--- config.mk ---
export PLATFORM = sky130hd
export DESIGN_NAME = lfu_cache_lru_tiebreak
export DESIGN_NICKNAME = d
export VERILOG_FILES = /design/src/rtl/lfu_pkg.sv /design/src/rtl/lfu_cell.sv /design/src/rtl/lfu_cache_lru_tiebreak.sv
export VERILOG_INCLUDE_DIRS = /design/src /design/src/rtl
export SDC_FILE = /design/constraint.sdc
export NUM_CORES = 2
export LEC_CHECK = 0
export ABC_AREA = 1
export BUFFER_PORTS_ARGS = -buffer_cell sky130_fd_sc_hd__buf_2
export CAP_MARGIN = 0
export CELL_PAD_IN_SITES_DETAIL_PLACEMENT = 1
export CELL_PAD_IN_SITES_GLOBAL_PLACEMENT = 1
export CORE_MARGIN = 1.5
export CORE_UTILIZATION = 54
export DETAILED_ROUTE_END_ITERATION = 10
export PLACE_DENSITY = 0.89
export SLEW_MARGIN = 10
export SYNTH_ARGS = -nofsm -noshare
export SYNTH_HDL_FRONTEND = slang
export SYNTH_SLANG_ARGS = --single-unit
export TNS_END_PERCENT = 1
--- constraint.sdc ---
create_clock -name clk -period 11.5 [get_ports clk]
set_clock_uncertainty 0.15 [all_clocks]
set_input_delay 0.575 -clock clk [delete_from_list [all_inputs] [get_ports clk]]
set_output_delay 0.575 -clock clk [all_outputs]
set_load 0.03 [all_outputs]
--- src/rtl/lfu_cache_lru_tiebreak_macros.svh ---
// assertion macros, expect clk and rst_n in scope
`ifndef LFU_CACHE_LRU_TIEBREAK_MACROS_SVH
`define LFU_CACHE_LRU_TIEBREAK_MACROS_SVH

`ifndef SYNTHESIS
`define LFU_ASSERT(label, cond) \
    label: assert property (@(posedge clk) disable iff (!rst_n) (cond)) \
        else $error("assertion failed");
`define LFU_ASSERT_IMP(label, ante, cons) \
    label: assert property (@(posedge clk) disable iff (!rst_n) (ante) |-> (cons)) \
        else $error("assertion failed");
`else
`define LFU_ASSERT(label, cond)
`define LFU_ASSERT_IMP(label, ante, cons)
`endif

`endif

--- src/rtl/lfu_pkg.sv ---
package lfu_pkg;

    localparam int ENTRIES    = 16;
    localparam int COUNT_BITS = 16;
    localparam int IDX_W      = (ENTRIES > 1) ? $clog2(ENTRIES) : 1;
    localparam int RANK_W     = IDX_W;
    localparam int OCC_W      = $clog2(ENTRIES + 1);
    localparam int KEY_W      = 32;
    localparam int VAL_W      = 32;
    localparam int CAP_W      = 5;

    localparam logic CMD_GET = 1'b0;
    localparam logic CMD_PUT = 1'b1;

    typedef struct packed {
        logic             command;
        logic [KEY_W-1:0] key;
        logic [VAL_W-1:0] value;
    } lfu_req_t;

    typedef struct packed {
        logic             found;
        logic [VAL_W-1:0] read_value;
    } lfu_rsp_t;

    typedef struct packed {
        logic                  hit;
        logic [IDX_W-1:0]      hit_idx;
        logic [RANK_W-1:0]     hit_rank;
        logic [VAL_W-1:0]      hit_value;
        logic                  vic_valid;
        logic [IDX_W-1:0]      vic_idx;
        logic [COUNT_BITS-1:0] vic_count;
        logic [RANK_W-1:0]     vic_rank;
        logic                  free_found;
        logic [IDX_W-1:0]      free_idx;
    } lfu_chain_t;

    typedef struct packed {
        logic              touch;
        logic [IDX_W-1:0]  touch_idx;
        logic [RANK_W-1:0] touch_rank;
        logic              wr_value;
        logic              evict;
        logic [IDX_W-1:0]  ev_idx;
        logic [RANK_W-1:0] ev_rank;
        logic              insert;
        logic [IDX_W-1:0]  ins_idx;
        logic [KEY_W-1:0]  key;
        logic [VAL_W-1:0]  value;
    } lfu_op_t;

    typedef enum logic [1:0] {
        ST_IDLE,
        ST_SCAN,
        ST_UPDATE
    } lfu_state_t;

endpackage

--- src/rtl/lfu_cell.sv ---
module lfu_cell
    import lfu_pkg::*;
(
    input  logic             clk,
    input  logic             rst_n,
    input  logic [IDX_W-1:0] idx,
    input  logic [KEY_W-1:0] lookup_key,
    input  lfu_op_t          op,
    input  lfu_chain_t       chain_in,
    output lfu_chain_t       chain_out,
    output logic             valid
);

    logic                  valid_reg, valid_next;
    logic [KEY_W-1:0]      key_reg, key_next;
    logic [VAL_W-1:0]      value_reg, value_next;
    logic [COUNT_BITS-1:0] count_reg, count_next;
    logic [RANK_W-1:0]     rank_reg, rank_next;
    lfu_chain_t            chain_reg, chain_next;
    logic                  own_better;

    assign valid     = valid_reg;
    assign chain_out = chain_reg;

    // pass the running search result along the row
    always_comb
    begin
        chain_next = chain_in;
        if (valid_reg && key_reg == lookup_key)
        begin
            chain_next.hit       = 1'b1;
            chain_next.hit_idx   = idx;
            chain_next.hit_rank  = rank_reg;
            chain_next.hit_value = value_reg;
        end
        own_better = !chain_in.vic_valid || count_reg < chain_in.vic_count ||
                     (count_reg == chain_in.vic_count && rank_reg > chain_in.vic_rank);
        if (valid_reg && own_better)
        begin
            chain_next.vic_valid = 1'b1;
            chain_next.vic_idx   = idx;
            chain_next.vic_count = count_reg;
            chain_next.vic_rank  = rank_reg;
        end
        if (!valid_reg && !chain_in.free_found)
        begin
            chain_next.free_found = 1'b1;
            chain_next.free_idx   = idx;
        end
    end

    always_comb
    begin
        valid_next = valid_reg;
        key_next   = key_reg;
        value_next = value_reg;
        count_next = count_reg;
        rank_next  = rank_reg;
        if (valid_reg)
        begin
            if (op.touch && rank_reg < op.touch_rank)
                rank_next = rank_reg + 1'b1;
            if (op.insert)
            begin
                if (op.evict && rank_reg > op.ev_rank)
                    rank_next = rank_reg;
                else
                    rank_next = rank_reg + 1'b1;
            end
        end
        if (op.touch && idx == op.touch_idx)
        begin
            rank_next = '0;
            if (count_reg != '1)
                count_next = count_reg + 1'b1;
            if (op.wr_value)
                value_next = op.value;
        end
        if (op.evict && idx == op.ev_idx)
            valid_next = 1'b0;
        if (op.insert && idx == op.ins_idx)
        begin
            valid_next = 1'b1;
            key_next   = op.key;
            value_next = op.value;
            count_next = COUNT_BITS'(1);
            rank_next  = '0;
        end
    end

    always_ff @(posedge clk or negedge rst_n)
    begin
        if (!rst_n)
        begin
            valid_reg <= 1'b0;
            chain_reg <= '0;
        end
        else
        begin
            valid_reg <= valid_next;
            chain_reg <= chain_next;
        end
    end

    always_ff @(posedge clk)
    begin
        key_reg   <= key_next;
        value_reg <= value_next;
        count_reg <= count_next;
        rank_reg  <= rank_next;
    end

endmodule

--- src/rtl/lfu_cache_lru_tiebreak.sv ---
// channel | direction | payload    | transaction when
// in      | input     | lfu_req_t  | in_valid && in_ready
// out     | output    | lfu_rsp_t  | out_valid && out_ready
// cfg     | input     | 5-bit cap  | cfg_valid && cfg_ready
// one item at a time goes through accept, a pass down the 16-cell row, update
// the pass length is set by the registered hop between neighboring cells
// reset empties the store and sets capacity to 16
// a waiting result holds the update cycle; the next item is taken once the result is stored
`include "lfu_cache_lru_tiebreak_macros.svh"
module lfu_cache_lru_tiebreak
    import lfu_pkg::*;
(
    input  logic             clk,
    input  logic             rst_n,
    input  logic             in_valid,
    output logic             in_ready,
    input  lfu_req_t         in_data,
    output logic             out_valid,
    input  logic             out_ready,
    output lfu_rsp_t         out_data,
    input  logic             cfg_valid,
    output logic             cfg_ready,
    input  logic [CAP_W-1:0] cfg_data
);

    lfu_state_t        state_reg, state_next;
    logic [IDX_W-1:0]  cnt_reg, cnt_next;
    lfu_req_t          req_reg;
    logic [OCC_W-1:0]  cap_reg, cap_next;
    logic [OCC_W-1:0]  occ_reg, occ_next;
    logic              out_valid_reg, out_valid_next;
    lfu_rsp_t          rsp_reg, rsp_next;
    lfu_chain_t        chain [ENTRIES+1];
    logic [ENTRIES-1:0] cell_valid;
    lfu_op_t           op;
    lfu_chain_t        cl;
    logic              apply, need_ev;

    assign chain[0] = '0;
    assign cl       = chain[ENTRIES];

    genvar gi;
    generate
        for (gi = 0; gi < ENTRIES; gi++)
        begin : g_cell
            lfu_cell u_cell (
                .clk        (clk),
                .rst_n      (rst_n),
                .idx        (IDX_W'(gi)),
                .lookup_key (req_reg.key),
                .op         (op),
                .chain_in   (chain[gi]),
                .chain_out  (chain[gi+1]),
                .valid      (cell_valid[gi])
            );
        end
    endgenerate

    assign in_ready  = (state_reg == ST_IDLE);
    assign cfg_ready = 1'b1;
    assign out_valid = out_valid_reg;
    assign out_data  = rsp_reg;

    always_comb
    begin
        state_next = state_reg;
        cnt_next   = cnt_reg;
        unique case (state_reg)
            ST_IDLE:
            begin
                cnt_next = '0;
                if (in_valid)
                    state_next = ST_SCAN;
            end
            ST_SCAN:
            begin
                cnt_next = cnt_reg + 1'b1;
                if (cnt_reg == IDX_W'(ENTRIES - 1))
                    state_next = ST_UPDATE;
            end
            ST_UPDATE:
            begin
                if (!out_valid_reg || out_ready)
                    state_next = ST_IDLE;
            end
            default: state_next = ST_IDLE;
        endcase
    end

    assign apply   = (state_reg == ST_UPDATE) && (!out_valid_reg || out_ready);
    assign need_ev = (occ_reg >= cap_reg);

    always_comb
    begin
        op            = '0;
        op.key        = req_reg.key;
        op.value      = req_reg.value;
        op.touch      = apply && cl.hit;
        op.touch_idx  = cl.hit_idx;
        op.touch_rank = cl.hit_rank;
        op.wr_value   = (req_reg.command == CMD_PUT);
        op.insert     = apply && req_reg.command == CMD_PUT && !cl.hit && cap_reg != '0;
        op.evict      = op.insert && need_ev;
        op.ev_idx     = cl.vic_idx;
        op.ev_rank    = cl.vic_rank;
        if (!need_ev)
            op.ins_idx = cl.free_idx;
        else if (cl.free_found && cl.free_idx < cl.vic_idx)
            op.ins_idx = cl.free_idx;
        else
            op.ins_idx = cl.vic_idx;
    end

    always_comb
    begin
        occ_next       = occ_reg;
        cap_next       = cap_reg;
        out_valid_next = out_valid_reg;
        rsp_next       = rsp_reg;
        if (op.insert && !need_ev)
            occ_next = occ_reg + 1'b1;
        if (cfg_valid && occ_reg == '0)
        begin
            if (OCC_W'(cfg_data) > OCC_W'(ENTRIES))
                cap_next = OCC_W'(ENTRIES);
            else
                cap_next = OCC_W'(cfg_data);
        end
        if (out_valid_reg && out_ready)
            out_valid_next = 1'b0;
        if (apply)
        begin
            out_valid_next      = 1'b1;
            rsp_next.found      = cl.hit;
            rsp_next.read_value = (req_reg.command == CMD_GET && cl.hit) ? cl.hit_value : '0;
        end
    end

    always_ff @(posedge clk or negedge rst_n)
    begin
        if (!rst_n)
        begin
            state_reg     <= ST_IDLE;
            cnt_reg       <= '0;
            cap_reg       <= OCC_W'(ENTRIES < 16 ? ENTRIES : 16);
            occ_reg       <= '0;
            out_valid_reg <= 1'b0;
        end
        else
        begin
            state_reg     <= state_next;
            cnt_reg       <= cnt_next;
            cap_reg       <= cap_next;
            occ_reg       <= occ_next;
            out_valid_reg <= out_valid_next;
        end
    end

    always_ff @(posedge clk)
    begin
        rsp_reg <= rsp_next;
        if (in_valid && in_ready)
            req_reg <= in_data;
    end

    `LFU_ASSERT(a_occ_cap, occ_reg <= cap_reg)
    `LFU_ASSERT(a_occ_count, $countones(cell_valid) == 32'(occ_reg))
    `LFU_ASSERT_IMP(a_victim, op.evict, cl.vic_valid)
    `LFU_ASSERT_IMP(a_free_slot, op.insert && !op.evict, cl.free_found)

endmodule

=== Word-level counts from Yosys, hierarchy flattened ===
Index checks and enable logic that the tools add are counted.

* Flip-flop bits (word level): 2594
* Input bits: 75
* Output and inout bits: 36

* Add/subtract/negate cells: 34
* Magnitude comparators: 65
* Equality and inequality tests: 114
* Muxes and demuxes: 171
* Bitwise operators: 1
* Reduce and logical (&&, ||, !) cells: 369

{| class="wikitable"
|+ Operator list
! kind !! number
|-
| $mux 32 || 33
|-
| $mux 41 || 16
|-
| $eq 32x32->1 || 16
|-
| $mux 25 || 15
|-
| $add 16x1->16 const B || 16
|-
| $ne 16x16->1 const B || 16
|-
| $eq 16x16->1 || 15
|-
| $lt 16x16->1 || 15
|-
| $mux 4 || 50
|-
| $logic_and 1x1->1 || 153
|-
| $reduce_bool 2->1 || 66
|-
| $gt 4x4->1 || 31
|-
| $eq 4x4->1 const A || 24
|-
| $mux 5 || 17
|-
| $add 4x1->4 const B || 17
|-
| $lt 4x4->1 || 17
|-
| $reduce_and 2->1 || 32
|-
| $reduce_and 3->1 || 17
|-
| $eq 3x4->1 const A || 12
|-
| $logic_not 1->1 || 48
|-
| $ne 2x2->1 const B || 18
|-
| $mux 1 || 34
|-
| $reduce_or 2->1 || 16
|-
| $logic_or 1x1->1 || 31
|-
| 18 further kinds || 29
|}

=== Longest topological paths before layout ===
* Depth after elaboration: 10
* Depth in mapped cells: 15

=== By module ===
Synthesis repeated with hierarchy kept, for this count alone.

* Cells, all modules: 13369
* Area total of the unflattened synthesis: 121408.9 um^2

{| class="wikitable"
|+ Modules (own cells, without submodules)
! module !! instances !! cells an instance !! area an instance (um^2) !! seq. area each (um^2)
|-
| lfu_cell (g_cell[0].u_cell ...) || 13 || 815 || 7312.0 || 4124.0
|-
| lfu_cell (g_cell[8].u_cell ...) || 2 || 817 || 7310.8 || 4124.0
|-
| lfu_cell (g_cell[7].u_cell) || 1 || 816 || 7310.8 || 4124.0
|-
| lfu_cache_lru_tiebreak || 1 || 324 || 4420.5 || 3369.5
|}

=== Least setup slack after synthesis ===
OpenSTA, ideal clock, no wires.

* Path type: register -> register
* Start: register out_valid_reg (netlist: out_valid)
* End: register g_cell[2].u_cell.value_reg[0] (enable)
* Data arrival time: 4.048 ns
* Data required time: 10.884 ns
* Setup slack: 6.836 ns
* Cell stages (with the launch flop): 8
* Period minus slack after synthesis: 4.664 ns
* Cells stage by stage: dfrtp_1 > inv_1 > nor2_1 > nor2_4 > nand4_1 > nor2_1 > inv_1 > o21ai_0

* Word-level cells in the longest chain between the ends: 9
* Elaborated cells between the ends (all ways): 12
* Those cells by class: reduce/logical (12)

{| class="wikitable"
|+ Ends and longest elaborated chain
! element !! RTL line !! source
|-
| start: declaration || lfu_cache_lru_tiebreak.sv:31 || <nowiki>logic out_valid_reg, out_valid_next;</nowiki>
|-
| start signal: assignment || lfu_cache_lru_tiebreak.sv:155 || <nowiki>out_valid_reg <= out_valid_next;</nowiki>
|-
| $logic_not 1->1 (*) || lfu_cache_lru_tiebreak.sv:90 || <nowiki>assign apply = (state_reg == ST_UPDATE) && (!out_valid_reg || out_ready);</nowiki>
|-
| $logic_or 1x1->1 (*) || lfu_cache_lru_tiebreak.sv:90 ||
|-
| $logic_and 1x1->1 (*) || lfu_cache_lru_tiebreak.sv:90 ||
|-
| named net apply || lfu_cache_lru_tiebreak.sv:37 || <nowiki>logic apply, need_ev;</nowiki>
|-
| $logic_and 1x1->1 (3 in series) || lfu_cache_lru_tiebreak.sv:102 || <nowiki>op.insert = apply && req_reg.command == CMD_PUT && !cl.hit && cap_reg != '0;</nowiki>
|-
| $logic_and 1x1->1 || lfu_cell.sv:81 || <nowiki>if (op.insert && idx == op.ins_idx)</nowiki>
|-
| $reduce_bool 2->1 (no source line) || n/a ||
|-
| $reduce_and 2->1 (no source line) (*) || n/a ||
|-
| end signal: assignment || lfu_cell.sv:108 || <nowiki>value_reg <= value_next;</nowiki>
|-
| end: declaration || lfu_cell.sv:16 || <nowiki>logic [VAL_W-1:0] value_reg, value_next;</nowiki>
|}

Mark *: on every way through the listed nets, which the timed path passes. The rest lies on a longest branch.
A chain may end at the register's enable or synchronous reset.

=== Worst setup path in the final report ===
* Start: register state_reg[1]
* End: register g_cell[5].u_cell.key_reg[28] (enable)

* Word-level cells in the longest chain between the ends: 6

{| class="wikitable"
|+ Ends and longest elaborated chain
! element !! RTL line !! source
|-
| start: declaration || lfu_cache_lru_tiebreak.sv:26 || <nowiki>lfu_state_t state_reg, state_next;</nowiki>
|-
| start signal: assignment || lfu_cache_lru_tiebreak.sv:151 || <nowiki>state_reg <= state_next;</nowiki>
|-
| $eq 2x2->1 || lfu_cache_lru_tiebreak.sv:90 ||
|-
| $logic_and 1x1->1 || lfu_cache_lru_tiebreak.sv:90 ||
|-
| named net apply || lfu_cache_lru_tiebreak.sv:37 ||
|-
| $logic_and 1x1->1 (3 in series) || lfu_cache_lru_tiebreak.sv:102 ||
|-
| $logic_and 1x1->1 || lfu_cell.sv:81 ||
|-
| end signal: assignment || lfu_cell.sv:107 || <nowiki>key_reg <= key_next;</nowiki>
|-
| end: declaration || lfu_cell.sv:15 || <nowiki>logic [KEY_W-1:0] key_reg, key_next;</nowiki>
|}

The timed path passes the listed nets, and every way through them passes these cells.

==> results by group <==
Outcome
  • Status: complete, but fails checks
  • Failing checks: design-rule violations, max-capacitance violations, max-slew violations

Synthesis
  • Fraction of registers with async set/reset: 0.434
  • Cell area after technology mapping: between 100000 and 150000 sq um
  • Syn_nets: about 12000
  • Post-synthesis sequential area ratio: 0.604
  • Avg Inst Size Synth: between 9 and 10 sq um
  • Post-synth EDFFs: 1122
  • Post-synthesis cell type count: approximately 60
  • Synth Flop Type: edfxtp_1
  • Synth warnings: 0
  • #FFs+latches synth: 2549
  • Mapped Cells: 11400

CTS
  • PostCTS Resize Cnt: 0
  • Total CTS buffers: 285
  • CTS clk-pin slew, worst paths: about 0.070 ns
  • CTS tree: yes
  • Max Root-Sink Buffers: 4
  • Clk sinks: 2549
  • CTS H-tree lvls: 5
  • Root buf cell: clkbuf_16
  • Worst-Skew Late Latency: between 0.9 and 1 ns

Finish
  • Area grow syn2layout: 11.9%
  • Area of the multi-input gates: 38300 sq um
  • Seq. cell area: 67800 sq um
  • Max reg flops: 1074
  • Layout cell share with drive strength beyond 1: 0.0735
  • Nets: 12200
  • Most common cell after layout, fill and taps aside: nand2_1
  • Fillers: approximately 22000
  • Most frequent cells in the layout: nand2_1 (3361), edfxtp_1 (1122), dfrtp_1 (1106), inv_1 (1087), nand3_1 (999)

Worst setup path
  • Sequence of cells on the critical path: nand2_2 -> nor2_4 -> buf_4 -> nand3_4 -> inv_2 -> nand3_2 -> nor2_4 -> buf_4 -> nand2_1 -> inv_2
  • R2R setup slack: around 6.0 ns
  • Worst setup EP type: flop
  • Crit Path Class: reg -> reg
  • Family with the most delay on the worst path: simple AND/OR/NAND/NOR gates
  • Crit path DAT: just under 6 ns
  • CP Data Required Time: roughly 12 ns
  • Worst setup SP type: flop
  • Slowest stage cell, crit path: nor2_4
  • Buf/Inv on CP: 4
  • Worst-path fanout max: 37
  • CP peak stage delay: 0.86 ns

Global route
  • Antenna violations before repair: 46
  • First-pass GRT wire length: 662 mm
  • Pin count of the biggest net entering global routing: between 150 and 200
  • All-Layer GR Usage: 0.424
  • Vias in the first global route: approximately 100k
  • Global route overflow: 0

Route
  • Average wire per standard cell: 31.7 microns
  • 1st-iter DRT viols: between 10000 and 15000
  • Drt via density: between 6 and 7
  • DRT antenna net count: 0
  • First-pass iteration count of the detailed router: 11
  • Number of remaining DRC errors: 3
  • Final wirelength: around 460 mm
  • Via count: approximately 95000

Placement
  • Gp weighted congestion: 0.904
  • Final HPWL DP: 249 mm
  • IO Port Bufs: 109

STA
  • Final setup violation count: 0
  • Setup_tns: 0 ns
  • Max_slew headroom: -0.0648
  • Crit path time final: 5.55 ns
  • Slew of the pin with the lowest slew margin: about 1.6 ns
  • Maximum clock frequency: roughly 180 MHz
  • RSZ-0062 raised after global routing: false
  • Final Slew Violations: 18
  • Final hold violations: 0
  • Final period util: 0.483

Worst hold path
  • Worst Hold Class: in -> async

Die
  • DIE WIDTH: around 460 microns
  • Row count: ~170
  • CORE AREA: slightly above 200000 sq um
  • Height of the die: between 400 and 500 microns
  • Initial Utilization: 0.542
  • IO Pins: about 110
  • Die area: ~210000 sq um

Power and ir drop
  • P_leak: 56.8 nW
  • Peak supply drop: between 200 and 250 uV
  • Pwr dens: between 150 and 200 nW/um^2
  • Total power: 23.9 mW

Run
  • Max capacitance violation total: 2
==> layer usage <==
metal	wire length (microns)	global-route usage	vias up	share of wire
li1	-	-	37800	-
met1	148000	0.470	46500	0.32
met2	213000	0.686	7684	0.46
met3	52800	0.114	3227	0.11
met4	48200	0.347	32	0.10
met5	347	0	-	0.00075
==> power breakdown <==
part           switching (mW)  internal (mW)
combinational            2.75          0.958
sequential              0.575           10.1
clock                    4.23           5.30
total                    7.56           16.3
==> synthesized netlist by cell type, types with 3 or more instances <==
cell type  instances  area (sq um)
xor2_1           231          2020
o22ai_1           80           500
nor2_2            23           144
o21a_1             7          52.6
nor3_1           174           871
nand3b_1          12          90.1
o211ai_1           8          60.1
edfxtp_1        1122         33700
nand2_2           12          75.1
o21bai_1          44           330
a22o_1             3          26.3
inv_1           1092          4100
a21o_1             9          67.6
clkinv_1           7          26.3
o211a_1            5          50.1
xnor2_1          198          1730
nor3_2             9          90.1
ha_1             455          5690
nand2_1         3362         12600
a21oi_1          209          1050
a22oi_1          141          1060
or2_2             63           394
a22oi_2            8           100
o21ai_1           11          55.1
nand3_1         1000          5000
nor4_1             6          37.5
a31oi_1           10          62.6
clkbuf_1         178           668
buf_6             18           203
o21ai_0          303          1520
nand4_1          153           957
a211oi_1           6          45.0
nand3_2           12           120
nand2_4            7          78.8
buf_4             60           450
dfrtp_1         1106         27700
buf_2            164           821
dfxtp_1          320          6410
nor2_4            12           135
a21boi_0          14           105
inv_2             33           124
nor2_1           709          2660
==> cell type report <==
class                   count  share of cell area
multi-input cells        7315               0.305
diodes                     25            0.000498
clock inverters            96             0.00821
well taps                2704              0.0269
clock buffers             396              0.0635
flip-flops and latches   2549               0.540
repair buffers            344              0.0219
inverters                1132              0.0339
==> path summary, 6_finish.rpt <==
check	startpoint	end	depth (start not counted)
worst max-delay path	state_reg[1]	g_cell[5].u_cell.key_reg[28]	10
worst min-delay path	rst_n	g_cell[12].u_cell.chain_out[20]	2
worst max register to register	state_reg[1]	g_cell[5].u_cell.key_reg[28]	10
worst min register to register	g_cell[10].u_cell.chain_out[28]	g_cell[11].u_cell.chain_out[28]	2
max in group asynchronous	rst_n	g_cell[1].u_cell.chain_out[70]	5
min in group clk	in_data[24]	op[24]	2
==> through the flow <==
step           hold WS (ns)  setup WS, ns  std cells  instance area (sq um)   util
6_report             0.0444          5.95      14600                 126000  0.607
5_1_grt              0.0899          5.86      14500                 125000  0.607
4_1_cts              0.0650          6.13      14500                 125000  0.605
3_5_place_dp          0.273          6.24      14000                 115000  0.558
3_3_place_gp          0.262          6.45      14000                 115000  0.558
2_1_floorplan         0.129          6.84      11400                 112000      -
==> cell families after synthesis <==
group	share of synthesized area
other cells	0.0000334
flops	0.604
buf+inv	0.0572
compound gates	0.0459
fa+ha+maj	0.0507
xor+xnor	0.0335
simple gates	0.208
==> timing repair <==
| item | 4_1_cts | 5_1_grt |
|---|---|---|
| hold buffers | 82 | 0 |
| hold endpoints to repair | 133 | 0 |
| setup buffers | 0 | 0 |
Note: power is estimated with default switching activity, not from simulation.
